## src/hdl/ors_pkg.sv

```systemverilog
// Shared types and constants of the 1-Wire ROM search engine.
`timescale 1ns / 1ps

package ors_pkg;

    localparam int ROM_BITS     = 64;
    localparam int POS_W        = 7;
    localparam int IDX_W        = 6;
    localparam int CRC_W        = 8;
    localparam int FAM_W        = 4;
    localparam int COUNT_W      = 8;

    localparam logic [POS_W-1:0]   FAMILY_LIMIT = 7'd9;
    localparam logic [POS_W-1:0]   LAST_BIT_POS = 7'd64;
    localparam logic [CRC_W-1:0]   CRC_POLY     = 8'h8C;
    localparam logic [COUNT_W-1:0] COUNT_MAX    = 8'hFF;
    localparam logic [COUNT_W-1:0] MAX_DEV_RST  = 8'hFF;

    localparam logic [1:0] FUNC_RESTART = 2'd0;
    localparam logic [1:0] FUNC_BEGIN   = 2'd1;
    localparam logic [1:0] FUNC_BIT     = 2'd2;
    localparam logic [1:0] FUNC_UNUSED  = 2'd3;

    typedef enum logic [2:0] {
        ST_BUSY            = 3'd0,
        ST_FOUND           = 3'd1,
        ST_NO_PRESENCE     = 3'd2,
        ST_NO_PARTICIPANTS = 3'd3,
        ST_BAD_CODE        = 3'd4,
        ST_COMPLETE        = 3'd5,
        ST_IGNORED         = 3'd6
    } status_t;

    typedef struct packed {
        logic [POS_W-1:0]    last_disc;
        logic [FAM_W-1:0]    last_family;
        logic                all_found;
        logic                pass_active;
        logic [POS_W-1:0]    bit_pos;
        logic [POS_W-1:0]    zero_pick_pos;
        logic [ROM_BITS-1:0] rom_accum;
        logic [ROM_BITS-1:0] prev_rom;
        logic [CRC_W-1:0]    crc;
        logic [COUNT_W-1:0]  found_count;
    } search_state_t;

    typedef struct packed {
        logic                direction;
        logic                write_valid;
        logic                pass_done;
        status_t             status;
        logic [ROM_BITS-1:0] rom_id;
        logic [FAM_W-1:0]    family_disc;
        logic [COUNT_W-1:0]  device_count;
    } search_result_t;

endpackage

```

## src/hdl/onewire_rom_search.sv

```systemverilog
// Top level of the 1-Wire ROM search engine: request/result registers and search state.
`timescale 1ns / 1ps

//  channel   handshake              payload
//  request   in_valid / in_stall    func, presence, true_bit, complement_bit
//  result    out_valid / out_stall  direction, write_valid, pass_done, status,
//                                   rom_id, family_discrepancy, device_count
//  config    cfg_we                 cfg_wdata (max_devices)
//
// One request per cycle sustained while out_stall is low; each request gives exactly one result.
// A request passes through the request register, then the search step logic
// (bit compare, ROM bit set, one serial CRC-8 step) into the result register.
// Search state updates when a request moves into the result register.
// A stalled result holds the request register; in_stall rises only when both
// registers are full and out_stall is high.
// Reset clears the valid flags and the search state (bit_pos restarts at 1); max_devices resets to 255.

module onewire_rom_search
(
    input  logic        clk,
    input  logic        rst_n,

    input  logic        cfg_we,
    input  logic [7:0]  cfg_wdata,

    input  logic        in_valid,
    output logic        in_stall,
    input  logic [1:0]  func,
    input  logic        presence,
    input  logic        true_bit,
    input  logic        complement_bit,

    output logic        out_valid,
    input  logic        out_stall,
    output logic        direction,
    output logic        write_valid,
    output logic        pass_done,
    output logic [2:0]  status,
    output logic [63:0] rom_id,
    output logic [3:0]  family_discrepancy,
    output logic [7:0]  device_count
);
    import ors_pkg::*;

    logic [COUNT_W-1:0] max_devices_reg;

    // request register
    logic               in_valid_reg;
    logic [1:0]         func_reg;
    logic               presence_reg;
    logic               true_bit_reg;
    logic               complement_bit_reg;

    // search state
    search_state_t      state_reg;
    search_state_t      state_next;

    // result register
    logic               out_valid_reg;
    search_result_t     res_reg;
    search_result_t     res_next;

    logic               advance;

    // request moves on when the result register is empty or being drained
    assign advance  = in_valid_reg && (!out_valid_reg || !out_stall);
    assign in_stall = in_valid_reg && out_valid_reg && out_stall;

    ors_step u_step
    (
        .cur            (state_reg),
        .func           (func_reg),
        .presence       (presence_reg),
        .true_bit       (true_bit_reg),
        .complement_bit (complement_bit_reg),
        .max_devices    (max_devices_reg),
        .nxt            (state_next),
        .res            (res_next)
    );

    always_ff @(posedge clk or negedge rst_n)
    begin
        if (!rst_n)
        begin
            max_devices_reg <= MAX_DEV_RST;
        end
        else if (cfg_we)
        begin
            max_devices_reg <= cfg_wdata;
        end
    end

    always_ff @(posedge clk or negedge rst_n)
    begin
        if (!rst_n)
        begin
            in_valid_reg <= 1'b0;
        end
        else if (!in_stall)
        begin
            in_valid_reg <= in_valid;
        end
    end

    // request payload, captured on acceptance
    always_ff @(posedge clk)
    begin
        if (in_valid && !in_stall)
        begin
            func_reg           <= func;
            presence_reg       <= presence;
            true_bit_reg       <= true_bit;
            complement_bit_reg <= complement_bit;
        end
    end

    always_ff @(posedge clk or negedge rst_n)
    begin
        if (!rst_n)
        begin
            state_reg.last_disc     <= '0;
            state_reg.last_family   <= '0;
            state_reg.all_found     <= 1'b0;
            state_reg.pass_active   <= 1'b0;
            state_reg.bit_pos       <= POS_W'(1);
            state_reg.zero_pick_pos <= '0;
            state_reg.rom_accum     <= '0;
            state_reg.prev_rom      <= '0;
            state_reg.crc           <= '0;
            state_reg.found_count   <= '0;
        end
        else if (advance)
        begin
            state_reg <= state_next;
        end
    end

    always_ff @(posedge clk or negedge rst_n)
    begin
        if (!rst_n)
        begin
            out_valid_reg <= 1'b0;
        end
        else if (advance)
        begin
            out_valid_reg <= 1'b1;
        end
        else if (!out_stall)
        begin
            out_valid_reg <= 1'b0;
        end
    end

    always_ff @(posedge clk)
    begin
        if (advance)
        begin
            res_reg <= res_next;
        end
    end

    assign out_valid          = out_valid_reg;
    assign direction          = res_reg.direction;
    assign write_valid        = res_reg.write_valid;
    assign pass_done          = res_reg.pass_done;
    assign status             = res_reg.status;
    assign rom_id             = res_reg.rom_id;
    assign family_discrepancy = res_reg.family_disc;
    assign device_count       = res_reg.device_count;

endmodule

```

## src/hdl/ors_step.sv

```systemverilog
// Per-request search step: next search state and the result for one request.
`timescale 1ns / 1ps

module ors_step
(
    input  ors_pkg::search_state_t  cur,
    input  logic [1:0]              func,
    input  logic                    presence,
    input  logic                    true_bit,
    input  logic                    complement_bit,
    input  logic [7:0]              max_devices,
    output ors_pkg::search_state_t  nxt,
    output ors_pkg::search_result_t res
);
    import ors_pkg::*;

    logic [IDX_W-1:0]    idx;
    logic                dir;
    logic                fb;
    logic [CRC_W-1:0]    crc_upd;
    logic [ROM_BITS-1:0] rom_upd;
    logic [POS_W-1:0]    pos_upd;

    // Bit-pair datapath, used only when a pass is running
    always_comb
    begin
        idx = cur.bit_pos[IDX_W-1:0] - IDX_W'(1);
        if (true_bit != complement_bit)
        begin
            dir = true_bit;
        end
        else if (cur.bit_pos < cur.last_disc)
        begin
            dir = cur.prev_rom[idx];
        end
        else
        begin
            dir = (cur.bit_pos == cur.last_disc);
        end
        rom_upd = cur.rom_accum | ({{(ROM_BITS-1){1'b0}}, dir} << idx);
        fb      = cur.crc[0] ^ dir;
        crc_upd = {1'b0, cur.crc[CRC_W-1:1]} ^ (fb ? CRC_POLY : '0);
        pos_upd = cur.bit_pos + POS_W'(1);
    end

    always_comb
    begin
        nxt             = cur;
        res.direction   = 1'b0;
        res.write_valid = 1'b0;
        res.pass_done   = 1'b0;
        res.status      = ST_BUSY;

        case (func)
            FUNC_RESTART:
            begin
                nxt.last_disc   = '0;
                nxt.last_family = '0;
                nxt.all_found   = 1'b0;
                nxt.found_count = '0;
                nxt.pass_active = 1'b0;
            end
            FUNC_BEGIN:
            begin
                nxt.pass_active = 1'b0;
                if (cur.all_found || (cur.found_count >= max_devices))
                begin
                    res.pass_done = 1'b1;
                    res.status    = ST_COMPLETE;
                end
                else if (!presence)
                begin
                    res.pass_done = 1'b1;
                    res.status    = ST_NO_PRESENCE;
                end
                else
                begin
                    nxt.pass_active   = 1'b1;
                    nxt.bit_pos       = POS_W'(1);
                    nxt.zero_pick_pos = '0;
                    nxt.rom_accum     = '0;
                    nxt.crc           = '0;
                end
            end
            FUNC_BIT:
            begin
                if (!cur.pass_active)
                begin
                    res.status = ST_IGNORED;
                end
                else if (true_bit && complement_bit)
                begin
                    nxt.pass_active = 1'b0;
                    res.pass_done   = 1'b1;
                    res.status      = ST_NO_PARTICIPANTS;
                end
                else
                begin
                    // zero taken at a discrepancy: remember where
                    if ((true_bit == complement_bit) && !dir)
                    begin
                        nxt.zero_pick_pos = cur.bit_pos;
                        if (cur.bit_pos < FAMILY_LIMIT)
                        begin
                            nxt.last_family = cur.bit_pos[FAM_W-1:0];
                        end
                    end
                    nxt.rom_accum   = rom_upd;
                    nxt.crc         = crc_upd;
                    nxt.bit_pos     = pos_upd;
                    res.direction   = dir;
                    res.write_valid = 1'b1;
                    if (pos_upd > LAST_BIT_POS)
                    begin
                        nxt.pass_active = 1'b0;
                        res.pass_done   = 1'b1;
                        if ((crc_upd != '0) || (rom_upd[7:0] == 8'h00))
                        begin
                            res.status = ST_BAD_CODE;
                        end
                        else
                        begin
                            res.status    = ST_FOUND;
                            nxt.prev_rom  = rom_upd;
                            nxt.last_disc = nxt.zero_pick_pos;
                            if (nxt.zero_pick_pos == '0)
                            begin
                                nxt.all_found = 1'b1;
                            end
                            if (cur.found_count < COUNT_MAX)
                            begin
                                nxt.found_count = cur.found_count + COUNT_W'(1);
                            end
                        end
                    end
                end
            end
            default:
            begin
                res.status = ST_IGNORED;
            end
        endcase

        res.rom_id       = nxt.rom_accum;
        res.family_disc  = nxt.last_family;
        res.device_count = nxt.found_count;
    end

endmodule
```

## config.mk

```make
export PLATFORM = sky130hd
export DESIGN_NAME = onewire_rom_search
export DESIGN_NICKNAME = d
export VERILOG_FILES = /design/src/hdl/ors_pkg.sv /design/src/hdl/onewire_rom_search.sv /design/src/hdl/ors_step.sv
export SDC_FILE = /design/constraint.sdc
export NUM_CORES = 1
export LEC_CHECK = 0
export ABC_AREA = 1
export BUFFER_PORTS_ARGS = -buffer_cell sky130_fd_sc_hd__clkbuf_2
export CAP_MARGIN = 25
export CORE_ASPECT_RATIO = 1.4
export CORE_MARGIN = 5
export CORE_UTILIZATION = 31
export DETAILED_ROUTE_END_ITERATION = 16
export GPL_TIMING_DRIVEN = 0
export PLACE_DENSITY = 0.44
export SYNTH_ARGS = -nofsm -noshare
export SYNTH_HDL_FRONTEND = slang
export SYNTH_SLANG_ARGS = --single-unit
```

## constraint.sdc

```tcl
create_clock -name clk -period 6.5 [get_ports clk]
set_input_delay 0.975 -clock clk [delete_from_list [all_inputs] [get_ports clk]]
set_output_delay 0.975 -clock clk [all_outputs]
set_load 0.01 [all_outputs]
```

==> flow_summary.ini, run 1 <==
[outcome]
status = complete, no violations

[synth]
compound_gate_portion_of_the_synthesized_area = 0.130
synth_nets = 1483
synth_fa_ha_area_frac = 0.0221
synth_largest_type_area_fraction = 0.330
postSynth.asyncResetShare = 0.675
synth_enable_flop_cells = 87
ys_types = 47
post_synth_xor_area_fraction = 0.00470
yosys_warnings = 0
muxShareOfSynthArea = 0.0331
synth_area_leaders = sky130_fd_sc_hd__dfrtp_1 (33%), sky130_fd_sc_hd__edfxtp_1 (20%), sky130_fd_sc_hd__nand2_1 (8.8%)
seq_area_frac_synth = 0.549
synth_ff_type = sky130_fd_sc_hd__dfrtp_1
post_synth_instance_area_mm2 = 0.0130
post_synth_and_or_nand_nor_area_fraction = 0.177
cells_after_synth = 1442
post_synth.cell_area_avg_um2 = 9.04
ys_seq_elements = 268
synth_largest_area_cell = sky130_fd_sc_hd__dfrtp_1
synth_top_family_by_area = simple AND/OR/NAND/NOR gates

[die]
die_height_um = 253
io_pins = 102
initial_core_util = 0.311
die_area_mm2 = 0.0463
floorplan.rows = 89
dieWidth_um = 183
floorplan.core_area_mm2 = 0.0419

[sta]
fmax_ghz = 0.185
slew_headroom = 0.246
tns_ps = 0
final-max-slew-violation-count = 0
layout_worst_path_cycle_share = 0.831
min_setup_slack_post_route_ps = 1100
fin_worst_skew_ps = 20.7
rsz0062_at_grt = false
period_minus_slack_ps = 5400
setup_viol_count_final = 0
worstMarginPinSlew_ps = 1120
hold-worst-slack_ps = 345
timing_hold_violations_final = 0

[route]
drtAntennaViolNets = 0
route.vias.total = 10721
drt_drc_violations_left = 0
postRouteWirelength_um = 43800
first_pass_iteration_count_of_the_detailed_router = 6
avgRoutedWirePerCell_um = 20.4
detailedRoute.firstIterationViolations = 851
detail_route.vias_per_cell = 4.99

[clock_tree]
number_of_cells_upsized_or_downsized_after_cts = 0
numCtsBuffers = 30
number_of_buffers_added_to_fix_hold_violations_after_cts = 0
post_cts_setup_buffers = 0
cts-root-to-sink-buffers = 3
cts_root_buf = sky130_fd_sc_hd__clkbuf_16
cts.clk_slew.worst_paths_ps = 70
cts_sinks = 268
htree_levels = 1
clk_latency_ps = 590
cts_tree = built

[power_and_ir_drop]
comb_pwr_share = 0.185
p_switching_mw = 1.41
seqPwrFrac = 0.421
power_mw = 4.41
maximum_ir_drop_on_the_vdd_rail_uv = 173
cellInternalPower_mw = 3.00
pwr_density_cell_mw_per_mm2 = 288
p_clk_frac = 0.394
switching_share = 0.319
power.static_leakage_nw = 7.05

[place]
cell_area_placed_mm2 = 0.0143
dp_worst_setup_slack_ps = 1130
hpwl_um = 31500
gp_congestion = 0.884
portBuffers = 101

[worst_setup_path]
most_common_cell_on_crit_path = sky130_fd_sc_hd__nand3_1
worst_path_largest_cell_delay_ps = 540
timing.critical_path.arrival_ps = 5850
cp-start-kind = register
cp_slowest_cell = sky130_fd_sc_hd__dfstp_2
timing.critical_path.required_ps = 6950
worstSetupPathType = reg2reg
setup.worst_path.end_class = register
crit_buf_inv = 7
critPathTopFamily = simple AND/OR/NAND/NOR gates
worstPathMaxFanout = 11

[finish]
area_growth_syn_to_layout_pct = 17.5
post-route-cell-area_mm2 = 0.0153
num-fill-cells = 4405
seqCellArea_mm2 = 0.00715
antenna-diode-count = 0
post_route_cells_drive_above_1_share = 0.132
largest_register_ff_count = 171
finalNetCount = 1619
multi_input_comb_area_mm2 = 0.00477

[grt]
first_global_vias = 10898
groute.usage.overall = 0.188
grt_max_degree = 69
gr_ovfl_total = 0
antenna_found_initial = 0
grt_first_pass_wirelength_um = 66600

[job]
max-cap-violations = 0

[min_path]
worst_hold_path_type = in2async
[power by group through the flow]
stage | Clock, mW | Sequential, mW | Combinational [mW]
after floorplan | 0 | 1.91 | 0.434
after global placement | 0 | 1.90 | 0.802
after detailed placement | 0 | 1.88 | 0.814
after CTS | 1.79 | 1.85 | 0.817
after global routing | 1.86 | 1.86 | 0.883
final | 1.74 | 1.85 | 0.817
[through the flow]
stage | cells | util
2_1_floorplan | 1442 | -
3_3_place_gp | 2089 | 0.340
3_5_place_dp | 2092 | 0.342
4_1_cts | 2148 | 0.366
5_1_grt | 2148 | 0.366
6_report | 2148 | 0.366
[worst register-to-register path, cell delays in order (launching register included)]
cell	delay [ps]
sky130_fd_sc_hd__dfstp_2	540
sky130_fd_sc_hd__inv_1	70
sky130_fd_sc_hd__clkbuf_1	300
sky130_fd_sc_hd__ha_1	380
sky130_fd_sc_hd__buf_2	250
sky130_fd_sc_hd__inv_2	200
sky130_fd_sc_hd__buf_2	260
sky130_fd_sc_hd__nand3_1	130
sky130_fd_sc_hd__nand3_1	70
sky130_fd_sc_hd__nand3_1	140
sky130_fd_sc_hd__nand3_1	100
sky130_fd_sc_hd__nand3_1	120
sky130_fd_sc_hd__nand3_1	80
sky130_fd_sc_hd__nand2_1	100
sky130_fd_sc_hd__nand4_1	150
sky130_fd_sc_hd__nor2_2	510
sky130_fd_sc_hd__nand4_1	250
sky130_fd_sc_hd__nand2_1	140
sky130_fd_sc_hd__nor2_1	70
sky130_fd_sc_hd__nand2_2	90
sky130_fd_sc_hd__nor2_1	70
sky130_fd_sc_hd__nor2_4	230
sky130_fd_sc_hd__nand4_2	360
sky130_fd_sc_hd__buf_6	310
sky130_fd_sc_hd__buf_2	210
sky130_fd_sc_hd__nand2_1	90
sky130_fd_sc_hd__o21ai_1	60
[area by class of cell]
class                           count  share of cell area
Sequential cell                   268               0.467
Multi-Input combinational cell    892               0.311
Clock buffer                       35              0.0516
Inverter                          204              0.0500
Tap cell                          546              0.0446
Timing Repair Buffer              104              0.0390
Buffer                             78              0.0227
Clock inverter                     21              0.0136
[layout by cell type (no fill, tap or decap), drive strengths merged, types with 2 or more instances in the layout]
cell type / n
dfstp: 9
o31ai: 4
o2111ai: 3
o22ai: 55
a211oi: 9
or2: 2
o211ai: 3
dfrtp: 172
nor3: 7
edfxtp: 87
clkinvlp: 7
nor2: 45
mux2i: 36
nor4: 2
nand3: 104
buf: 33
o41ai: 2
xor2: 7
o21ai: 212
mux2: 5
inv: 203
a21boi: 2
clkbuf: 184
nand4: 44
o21a: 2
nand2: 308
ha: 23
bufinv: 3
a21oi: 10
o32ai: 2
clkinv: 12
[metal layers]
metal,global-route usage,part of all wire,up-vias
met5,0,0,-
met4,0.0779,0.042,0
met3,0.0276,0.047,99
met2,0.332,0.50,305
met1,0.228,0.41,5170
li1,-,-,5147
[cells in the mapped netlist (2+ instances only)]
master / number
sky130_fd_sc_hd__o22ai_1: 55
sky130_fd_sc_hd__ha_1: 23
sky130_fd_sc_hd__buf_1: 11
sky130_fd_sc_hd__nand2_2: 2
sky130_fd_sc_hd__edfxtp_1: 87
sky130_fd_sc_hd__nand4_4: 3
sky130_fd_sc_hd__o2111ai_1: 3
sky130_fd_sc_hd__nand3_1: 104
sky130_fd_sc_hd__buf_2: 14
sky130_fd_sc_hd__nand4_1: 40
sky130_fd_sc_hd__o32ai_1: 2
sky130_fd_sc_hd__o211ai_1: 3
sky130_fd_sc_hd__a21boi_0: 2
sky130_fd_sc_hd__buf_4: 2
sky130_fd_sc_hd__o31ai_1: 4
sky130_fd_sc_hd__nand2_1: 306
sky130_fd_sc_hd__o21ai_1: 23
sky130_fd_sc_hd__mux2_4: 4
sky130_fd_sc_hd__or2_2: 2
sky130_fd_sc_hd__clkbuf_1: 48
sky130_fd_sc_hd__nor3_1: 6
sky130_fd_sc_hd__nor4_1: 2
sky130_fd_sc_hd__a21oi_1: 10
sky130_fd_sc_hd__xor2_1: 7
sky130_fd_sc_hd__a211oi_1: 9
sky130_fd_sc_hd__nor2_2: 3
sky130_fd_sc_hd__o41ai_1: 2
sky130_fd_sc_hd__o21a_1: 2
sky130_fd_sc_hd__nor2_4: 5
sky130_fd_sc_hd__inv_2: 6
sky130_fd_sc_hd__o21ai_0: 189
sky130_fd_sc_hd__inv_1: 197
sky130_fd_sc_hd__nor2_1: 37
sky130_fd_sc_hd__dfstp_2: 9
sky130_fd_sc_hd__mux2i_1: 36
sky130_fd_sc_hd__buf_6: 2
sky130_fd_sc_hd__dfrtp_1: 172
[logic make-up (layout without fill, tap and decap cells)]
logic type,Yosys count,in the layout
fa+ha+maj,23,23
flops,268,268
buf+inv,282,442
xor+xnor,7,7
mux,41,41
compound gates,307,307
simple gates,514,514
[final timing paths]
path | startpoint | to | slack, ps | cells after the start
max in group asynchronous | rst_n | state_reg[46] | 5080 | 3
worst min-delay path | rst_n | state_reg[1] | 340 | 1
min in group clk | in_valid_reg | out_valid | 470 | 2
worst max-delay path | state_reg[151] | state_reg[39] | 1100 | 26
worst min register to register | in_valid_reg | out_valid | 470 | 2
worst max register to register | state_reg[151] | state_reg[39] | 1100 | 26
(Power assumes the default switching activity.)
==> inputs of run 2 (changes only) <==
Clock period 6.5 ns to 5.4 ns, I/O delays scaled along.
==> run 2 against run 1 <==
Compared with the run above: sequential power increased by 21%; critical path depth unchanged; count of clock-buffer cells in the layout unchanged; via count increased by 0.41%; cell area increased by 0.21%; setup slack got worse by 740 ps; flip-flop and latch count unchanged; total power increased by 21%; register-to-register slack got worse by 740 ps; clock power increased by 20%; critical path type unchanged.
==> flow_summary.ini, run 2 (synthesis gave the netlist of run 1 again) <==
[outcome]
status = complete, no violations

[power_and_ir_drop]
power.static_leakage_nw = 7.07
pwr_density_cell_mw_per_mm2 = 346
switching_share = 0.320
p_clk_frac = 0.394
p_switching_mw = 1.70
power_mw = 5.32
cellInternalPower_mw = 3.62
comb_pwr_share = 0.187
seqPwrFrac = 0.420
maximum_ir_drop_on_the_vdd_rail_uv = 207

[worst_setup_path]
r2r-start = state_reg[151]
crit_buf_inv = 7
timing.reg2reg.setup_slack_ps = 350
setup.worst_path.end_class = register
worst_path_largest_cell_delay_ps = 540
timing.critical_path.from = state_reg[151]
timing.critical_path.required_ps = 5850
cp_slowest_cell = sky130_fd_sc_hd__dfstp_2
cp-start-kind = register
critPathTopFamily = simple AND/OR/NAND/NOR gates
most_common_cell_on_crit_path = sky130_fd_sc_hd__nand3_1
worstSetupPathType = reg2reg
worstPathMaxFanout = 14
timing.critical_path.arrival_ps = 5500

[clock_tree]
cts.clk_slew.worst_paths_ps = 70
cts_tree = built
numCtsBuffers = 30
cts_sinks = 268
cts_root_buf = sky130_fd_sc_hd__clkbuf_16
cts-root-to-sink-buffers = 3
clk_latency_ps = 590
htree_levels = 1
number_of_buffers_added_to_fix_hold_violations_after_cts = 0

[sta]
hold-worst-slack_ps = 180
timing_hold_violations_final = 0
fin_worst_skew_ps = 18.8
period_minus_slack_ps = 5050
worstMarginPinSlew_ps = 1130
layout_worst_path_cycle_share = 0.935
tns_ps = 0
slew_headroom = 0.242
final-max-slew-violation-count = 0
setup_viol_count_final = 0
fmax_ghz = 0.198
min_setup_slack_post_route_ps = 353
rsz0062_at_grt = false

[finish]
finalNetCount = 1620
post_route_cells_drive_above_1_share = 0.133
most-common-layout-cells = sky130_fd_sc_hd__nand2_1 (306), sky130_fd_sc_hd__inv_1 (197), sky130_fd_sc_hd__o21ai_0 (189)
largest_register_ff_count = 171
antenna-diode-count = 0
stdcell_count = 2149
num-fill-cells = 4403
utilization = 0.367
most_frequent_standard_cell_in_the_layout_excluding_fill_and_tap_cells = sky130_fd_sc_hd__nand2_1
area_growth_syn_to_layout_pct = 17.8
post-route-cell-area_mm2 = 0.0153

[route]
drtAntennaViolNets = 0
avgRoutedWirePerCell_um = 20.4
detailedRoute.firstIterationViolations = 829
postRouteWirelength_um = 43900
first_pass_iteration_count_of_the_detailed_router = 7
route.vias.total = 10765
drt_drc_violations_left = 0
detail_route.vias_per_cell = 5.01

[die]
initial_core_util = 0.311
dieWidth_um = 183
die_area_mm2 = 0.0463
floorplan.core_area_mm2 = 0.0419
floorplan.rows = 89
die_height_um = 253
io_pins = 102

[grt]
grt_max_degree = 69
groute.usage.overall = 0.188
first_global_vias = 10898
gr_ovfl_total = 0
grt_first_pass_wirelength_um = 66600
antenna_found_initial = 0

[place]
portBuffers = 101
dp_worst_setup_slack_ps = 28.0
place_inst = 2092
hpwl_um = 31500
gp_congestion = 0.884
cell_area_placed_mm2 = 0.0143

[job]
max-cap-violations = 0

[min_path]
worst_hold_path_type = in2async
## run 2: final cells by class
class	count	area (µm²)	area share
Timing Repair Buffer	106	612	0.0399
Clock buffer	35	790	0.0514
Clock inverter	21	209	0.0136
Inverter	204	766	0.0499
Multi-Input combinational cell	892	4790	0.312
Tap cell	546	683	0.0445
Buffer	77	344	0.0224
Sequential cell	268	7150	0.466
## run 2: per-layer routing
| metal | up-vias | track usage | wire, µm |
|---|---|---|---|
| li1 | 5146 | - | - |
| met1 | 5200 | 0.228 | 18000 |
| met2 | 318 | 0.332 | 22100 |
| met3 | 101 | 0.0276 | 1990 |
| met4 | 0 | 0.0779 | 1830 |
| met5 | - | 0 | 0 |
## run 2: path summary, 6_finish.rpt
path,endpoint,depth (start not counted)
max in group asynchronous,state_reg[46],3
worst min-delay path,state_reg[1],1
worst min register to register,out_valid,2
worst max register to register,state_reg[39],26
min in group clk,func_reg[1],1
worst max-delay path,state_reg[39],26
## run 2: repair_timing
| item | 4_1_cts | 5_1_grt |
|---|---|---|
| endpoints found under the setup margin | 0 | 123 |
| resized for setup | 0 | 4 |
| setup buffers | 0 | 2 |
## run 2: power groups by stage
stage	clock network (mW)	registers [mW]	logic (mW)
floorplan	0	2.30	0.522
global placement	0	2.28	0.965
detailed placement	0	2.27	0.980
CTS	2.16	2.23	0.983
global route	2.24	2.24	1.07
finish	2.09	2.23	0.994
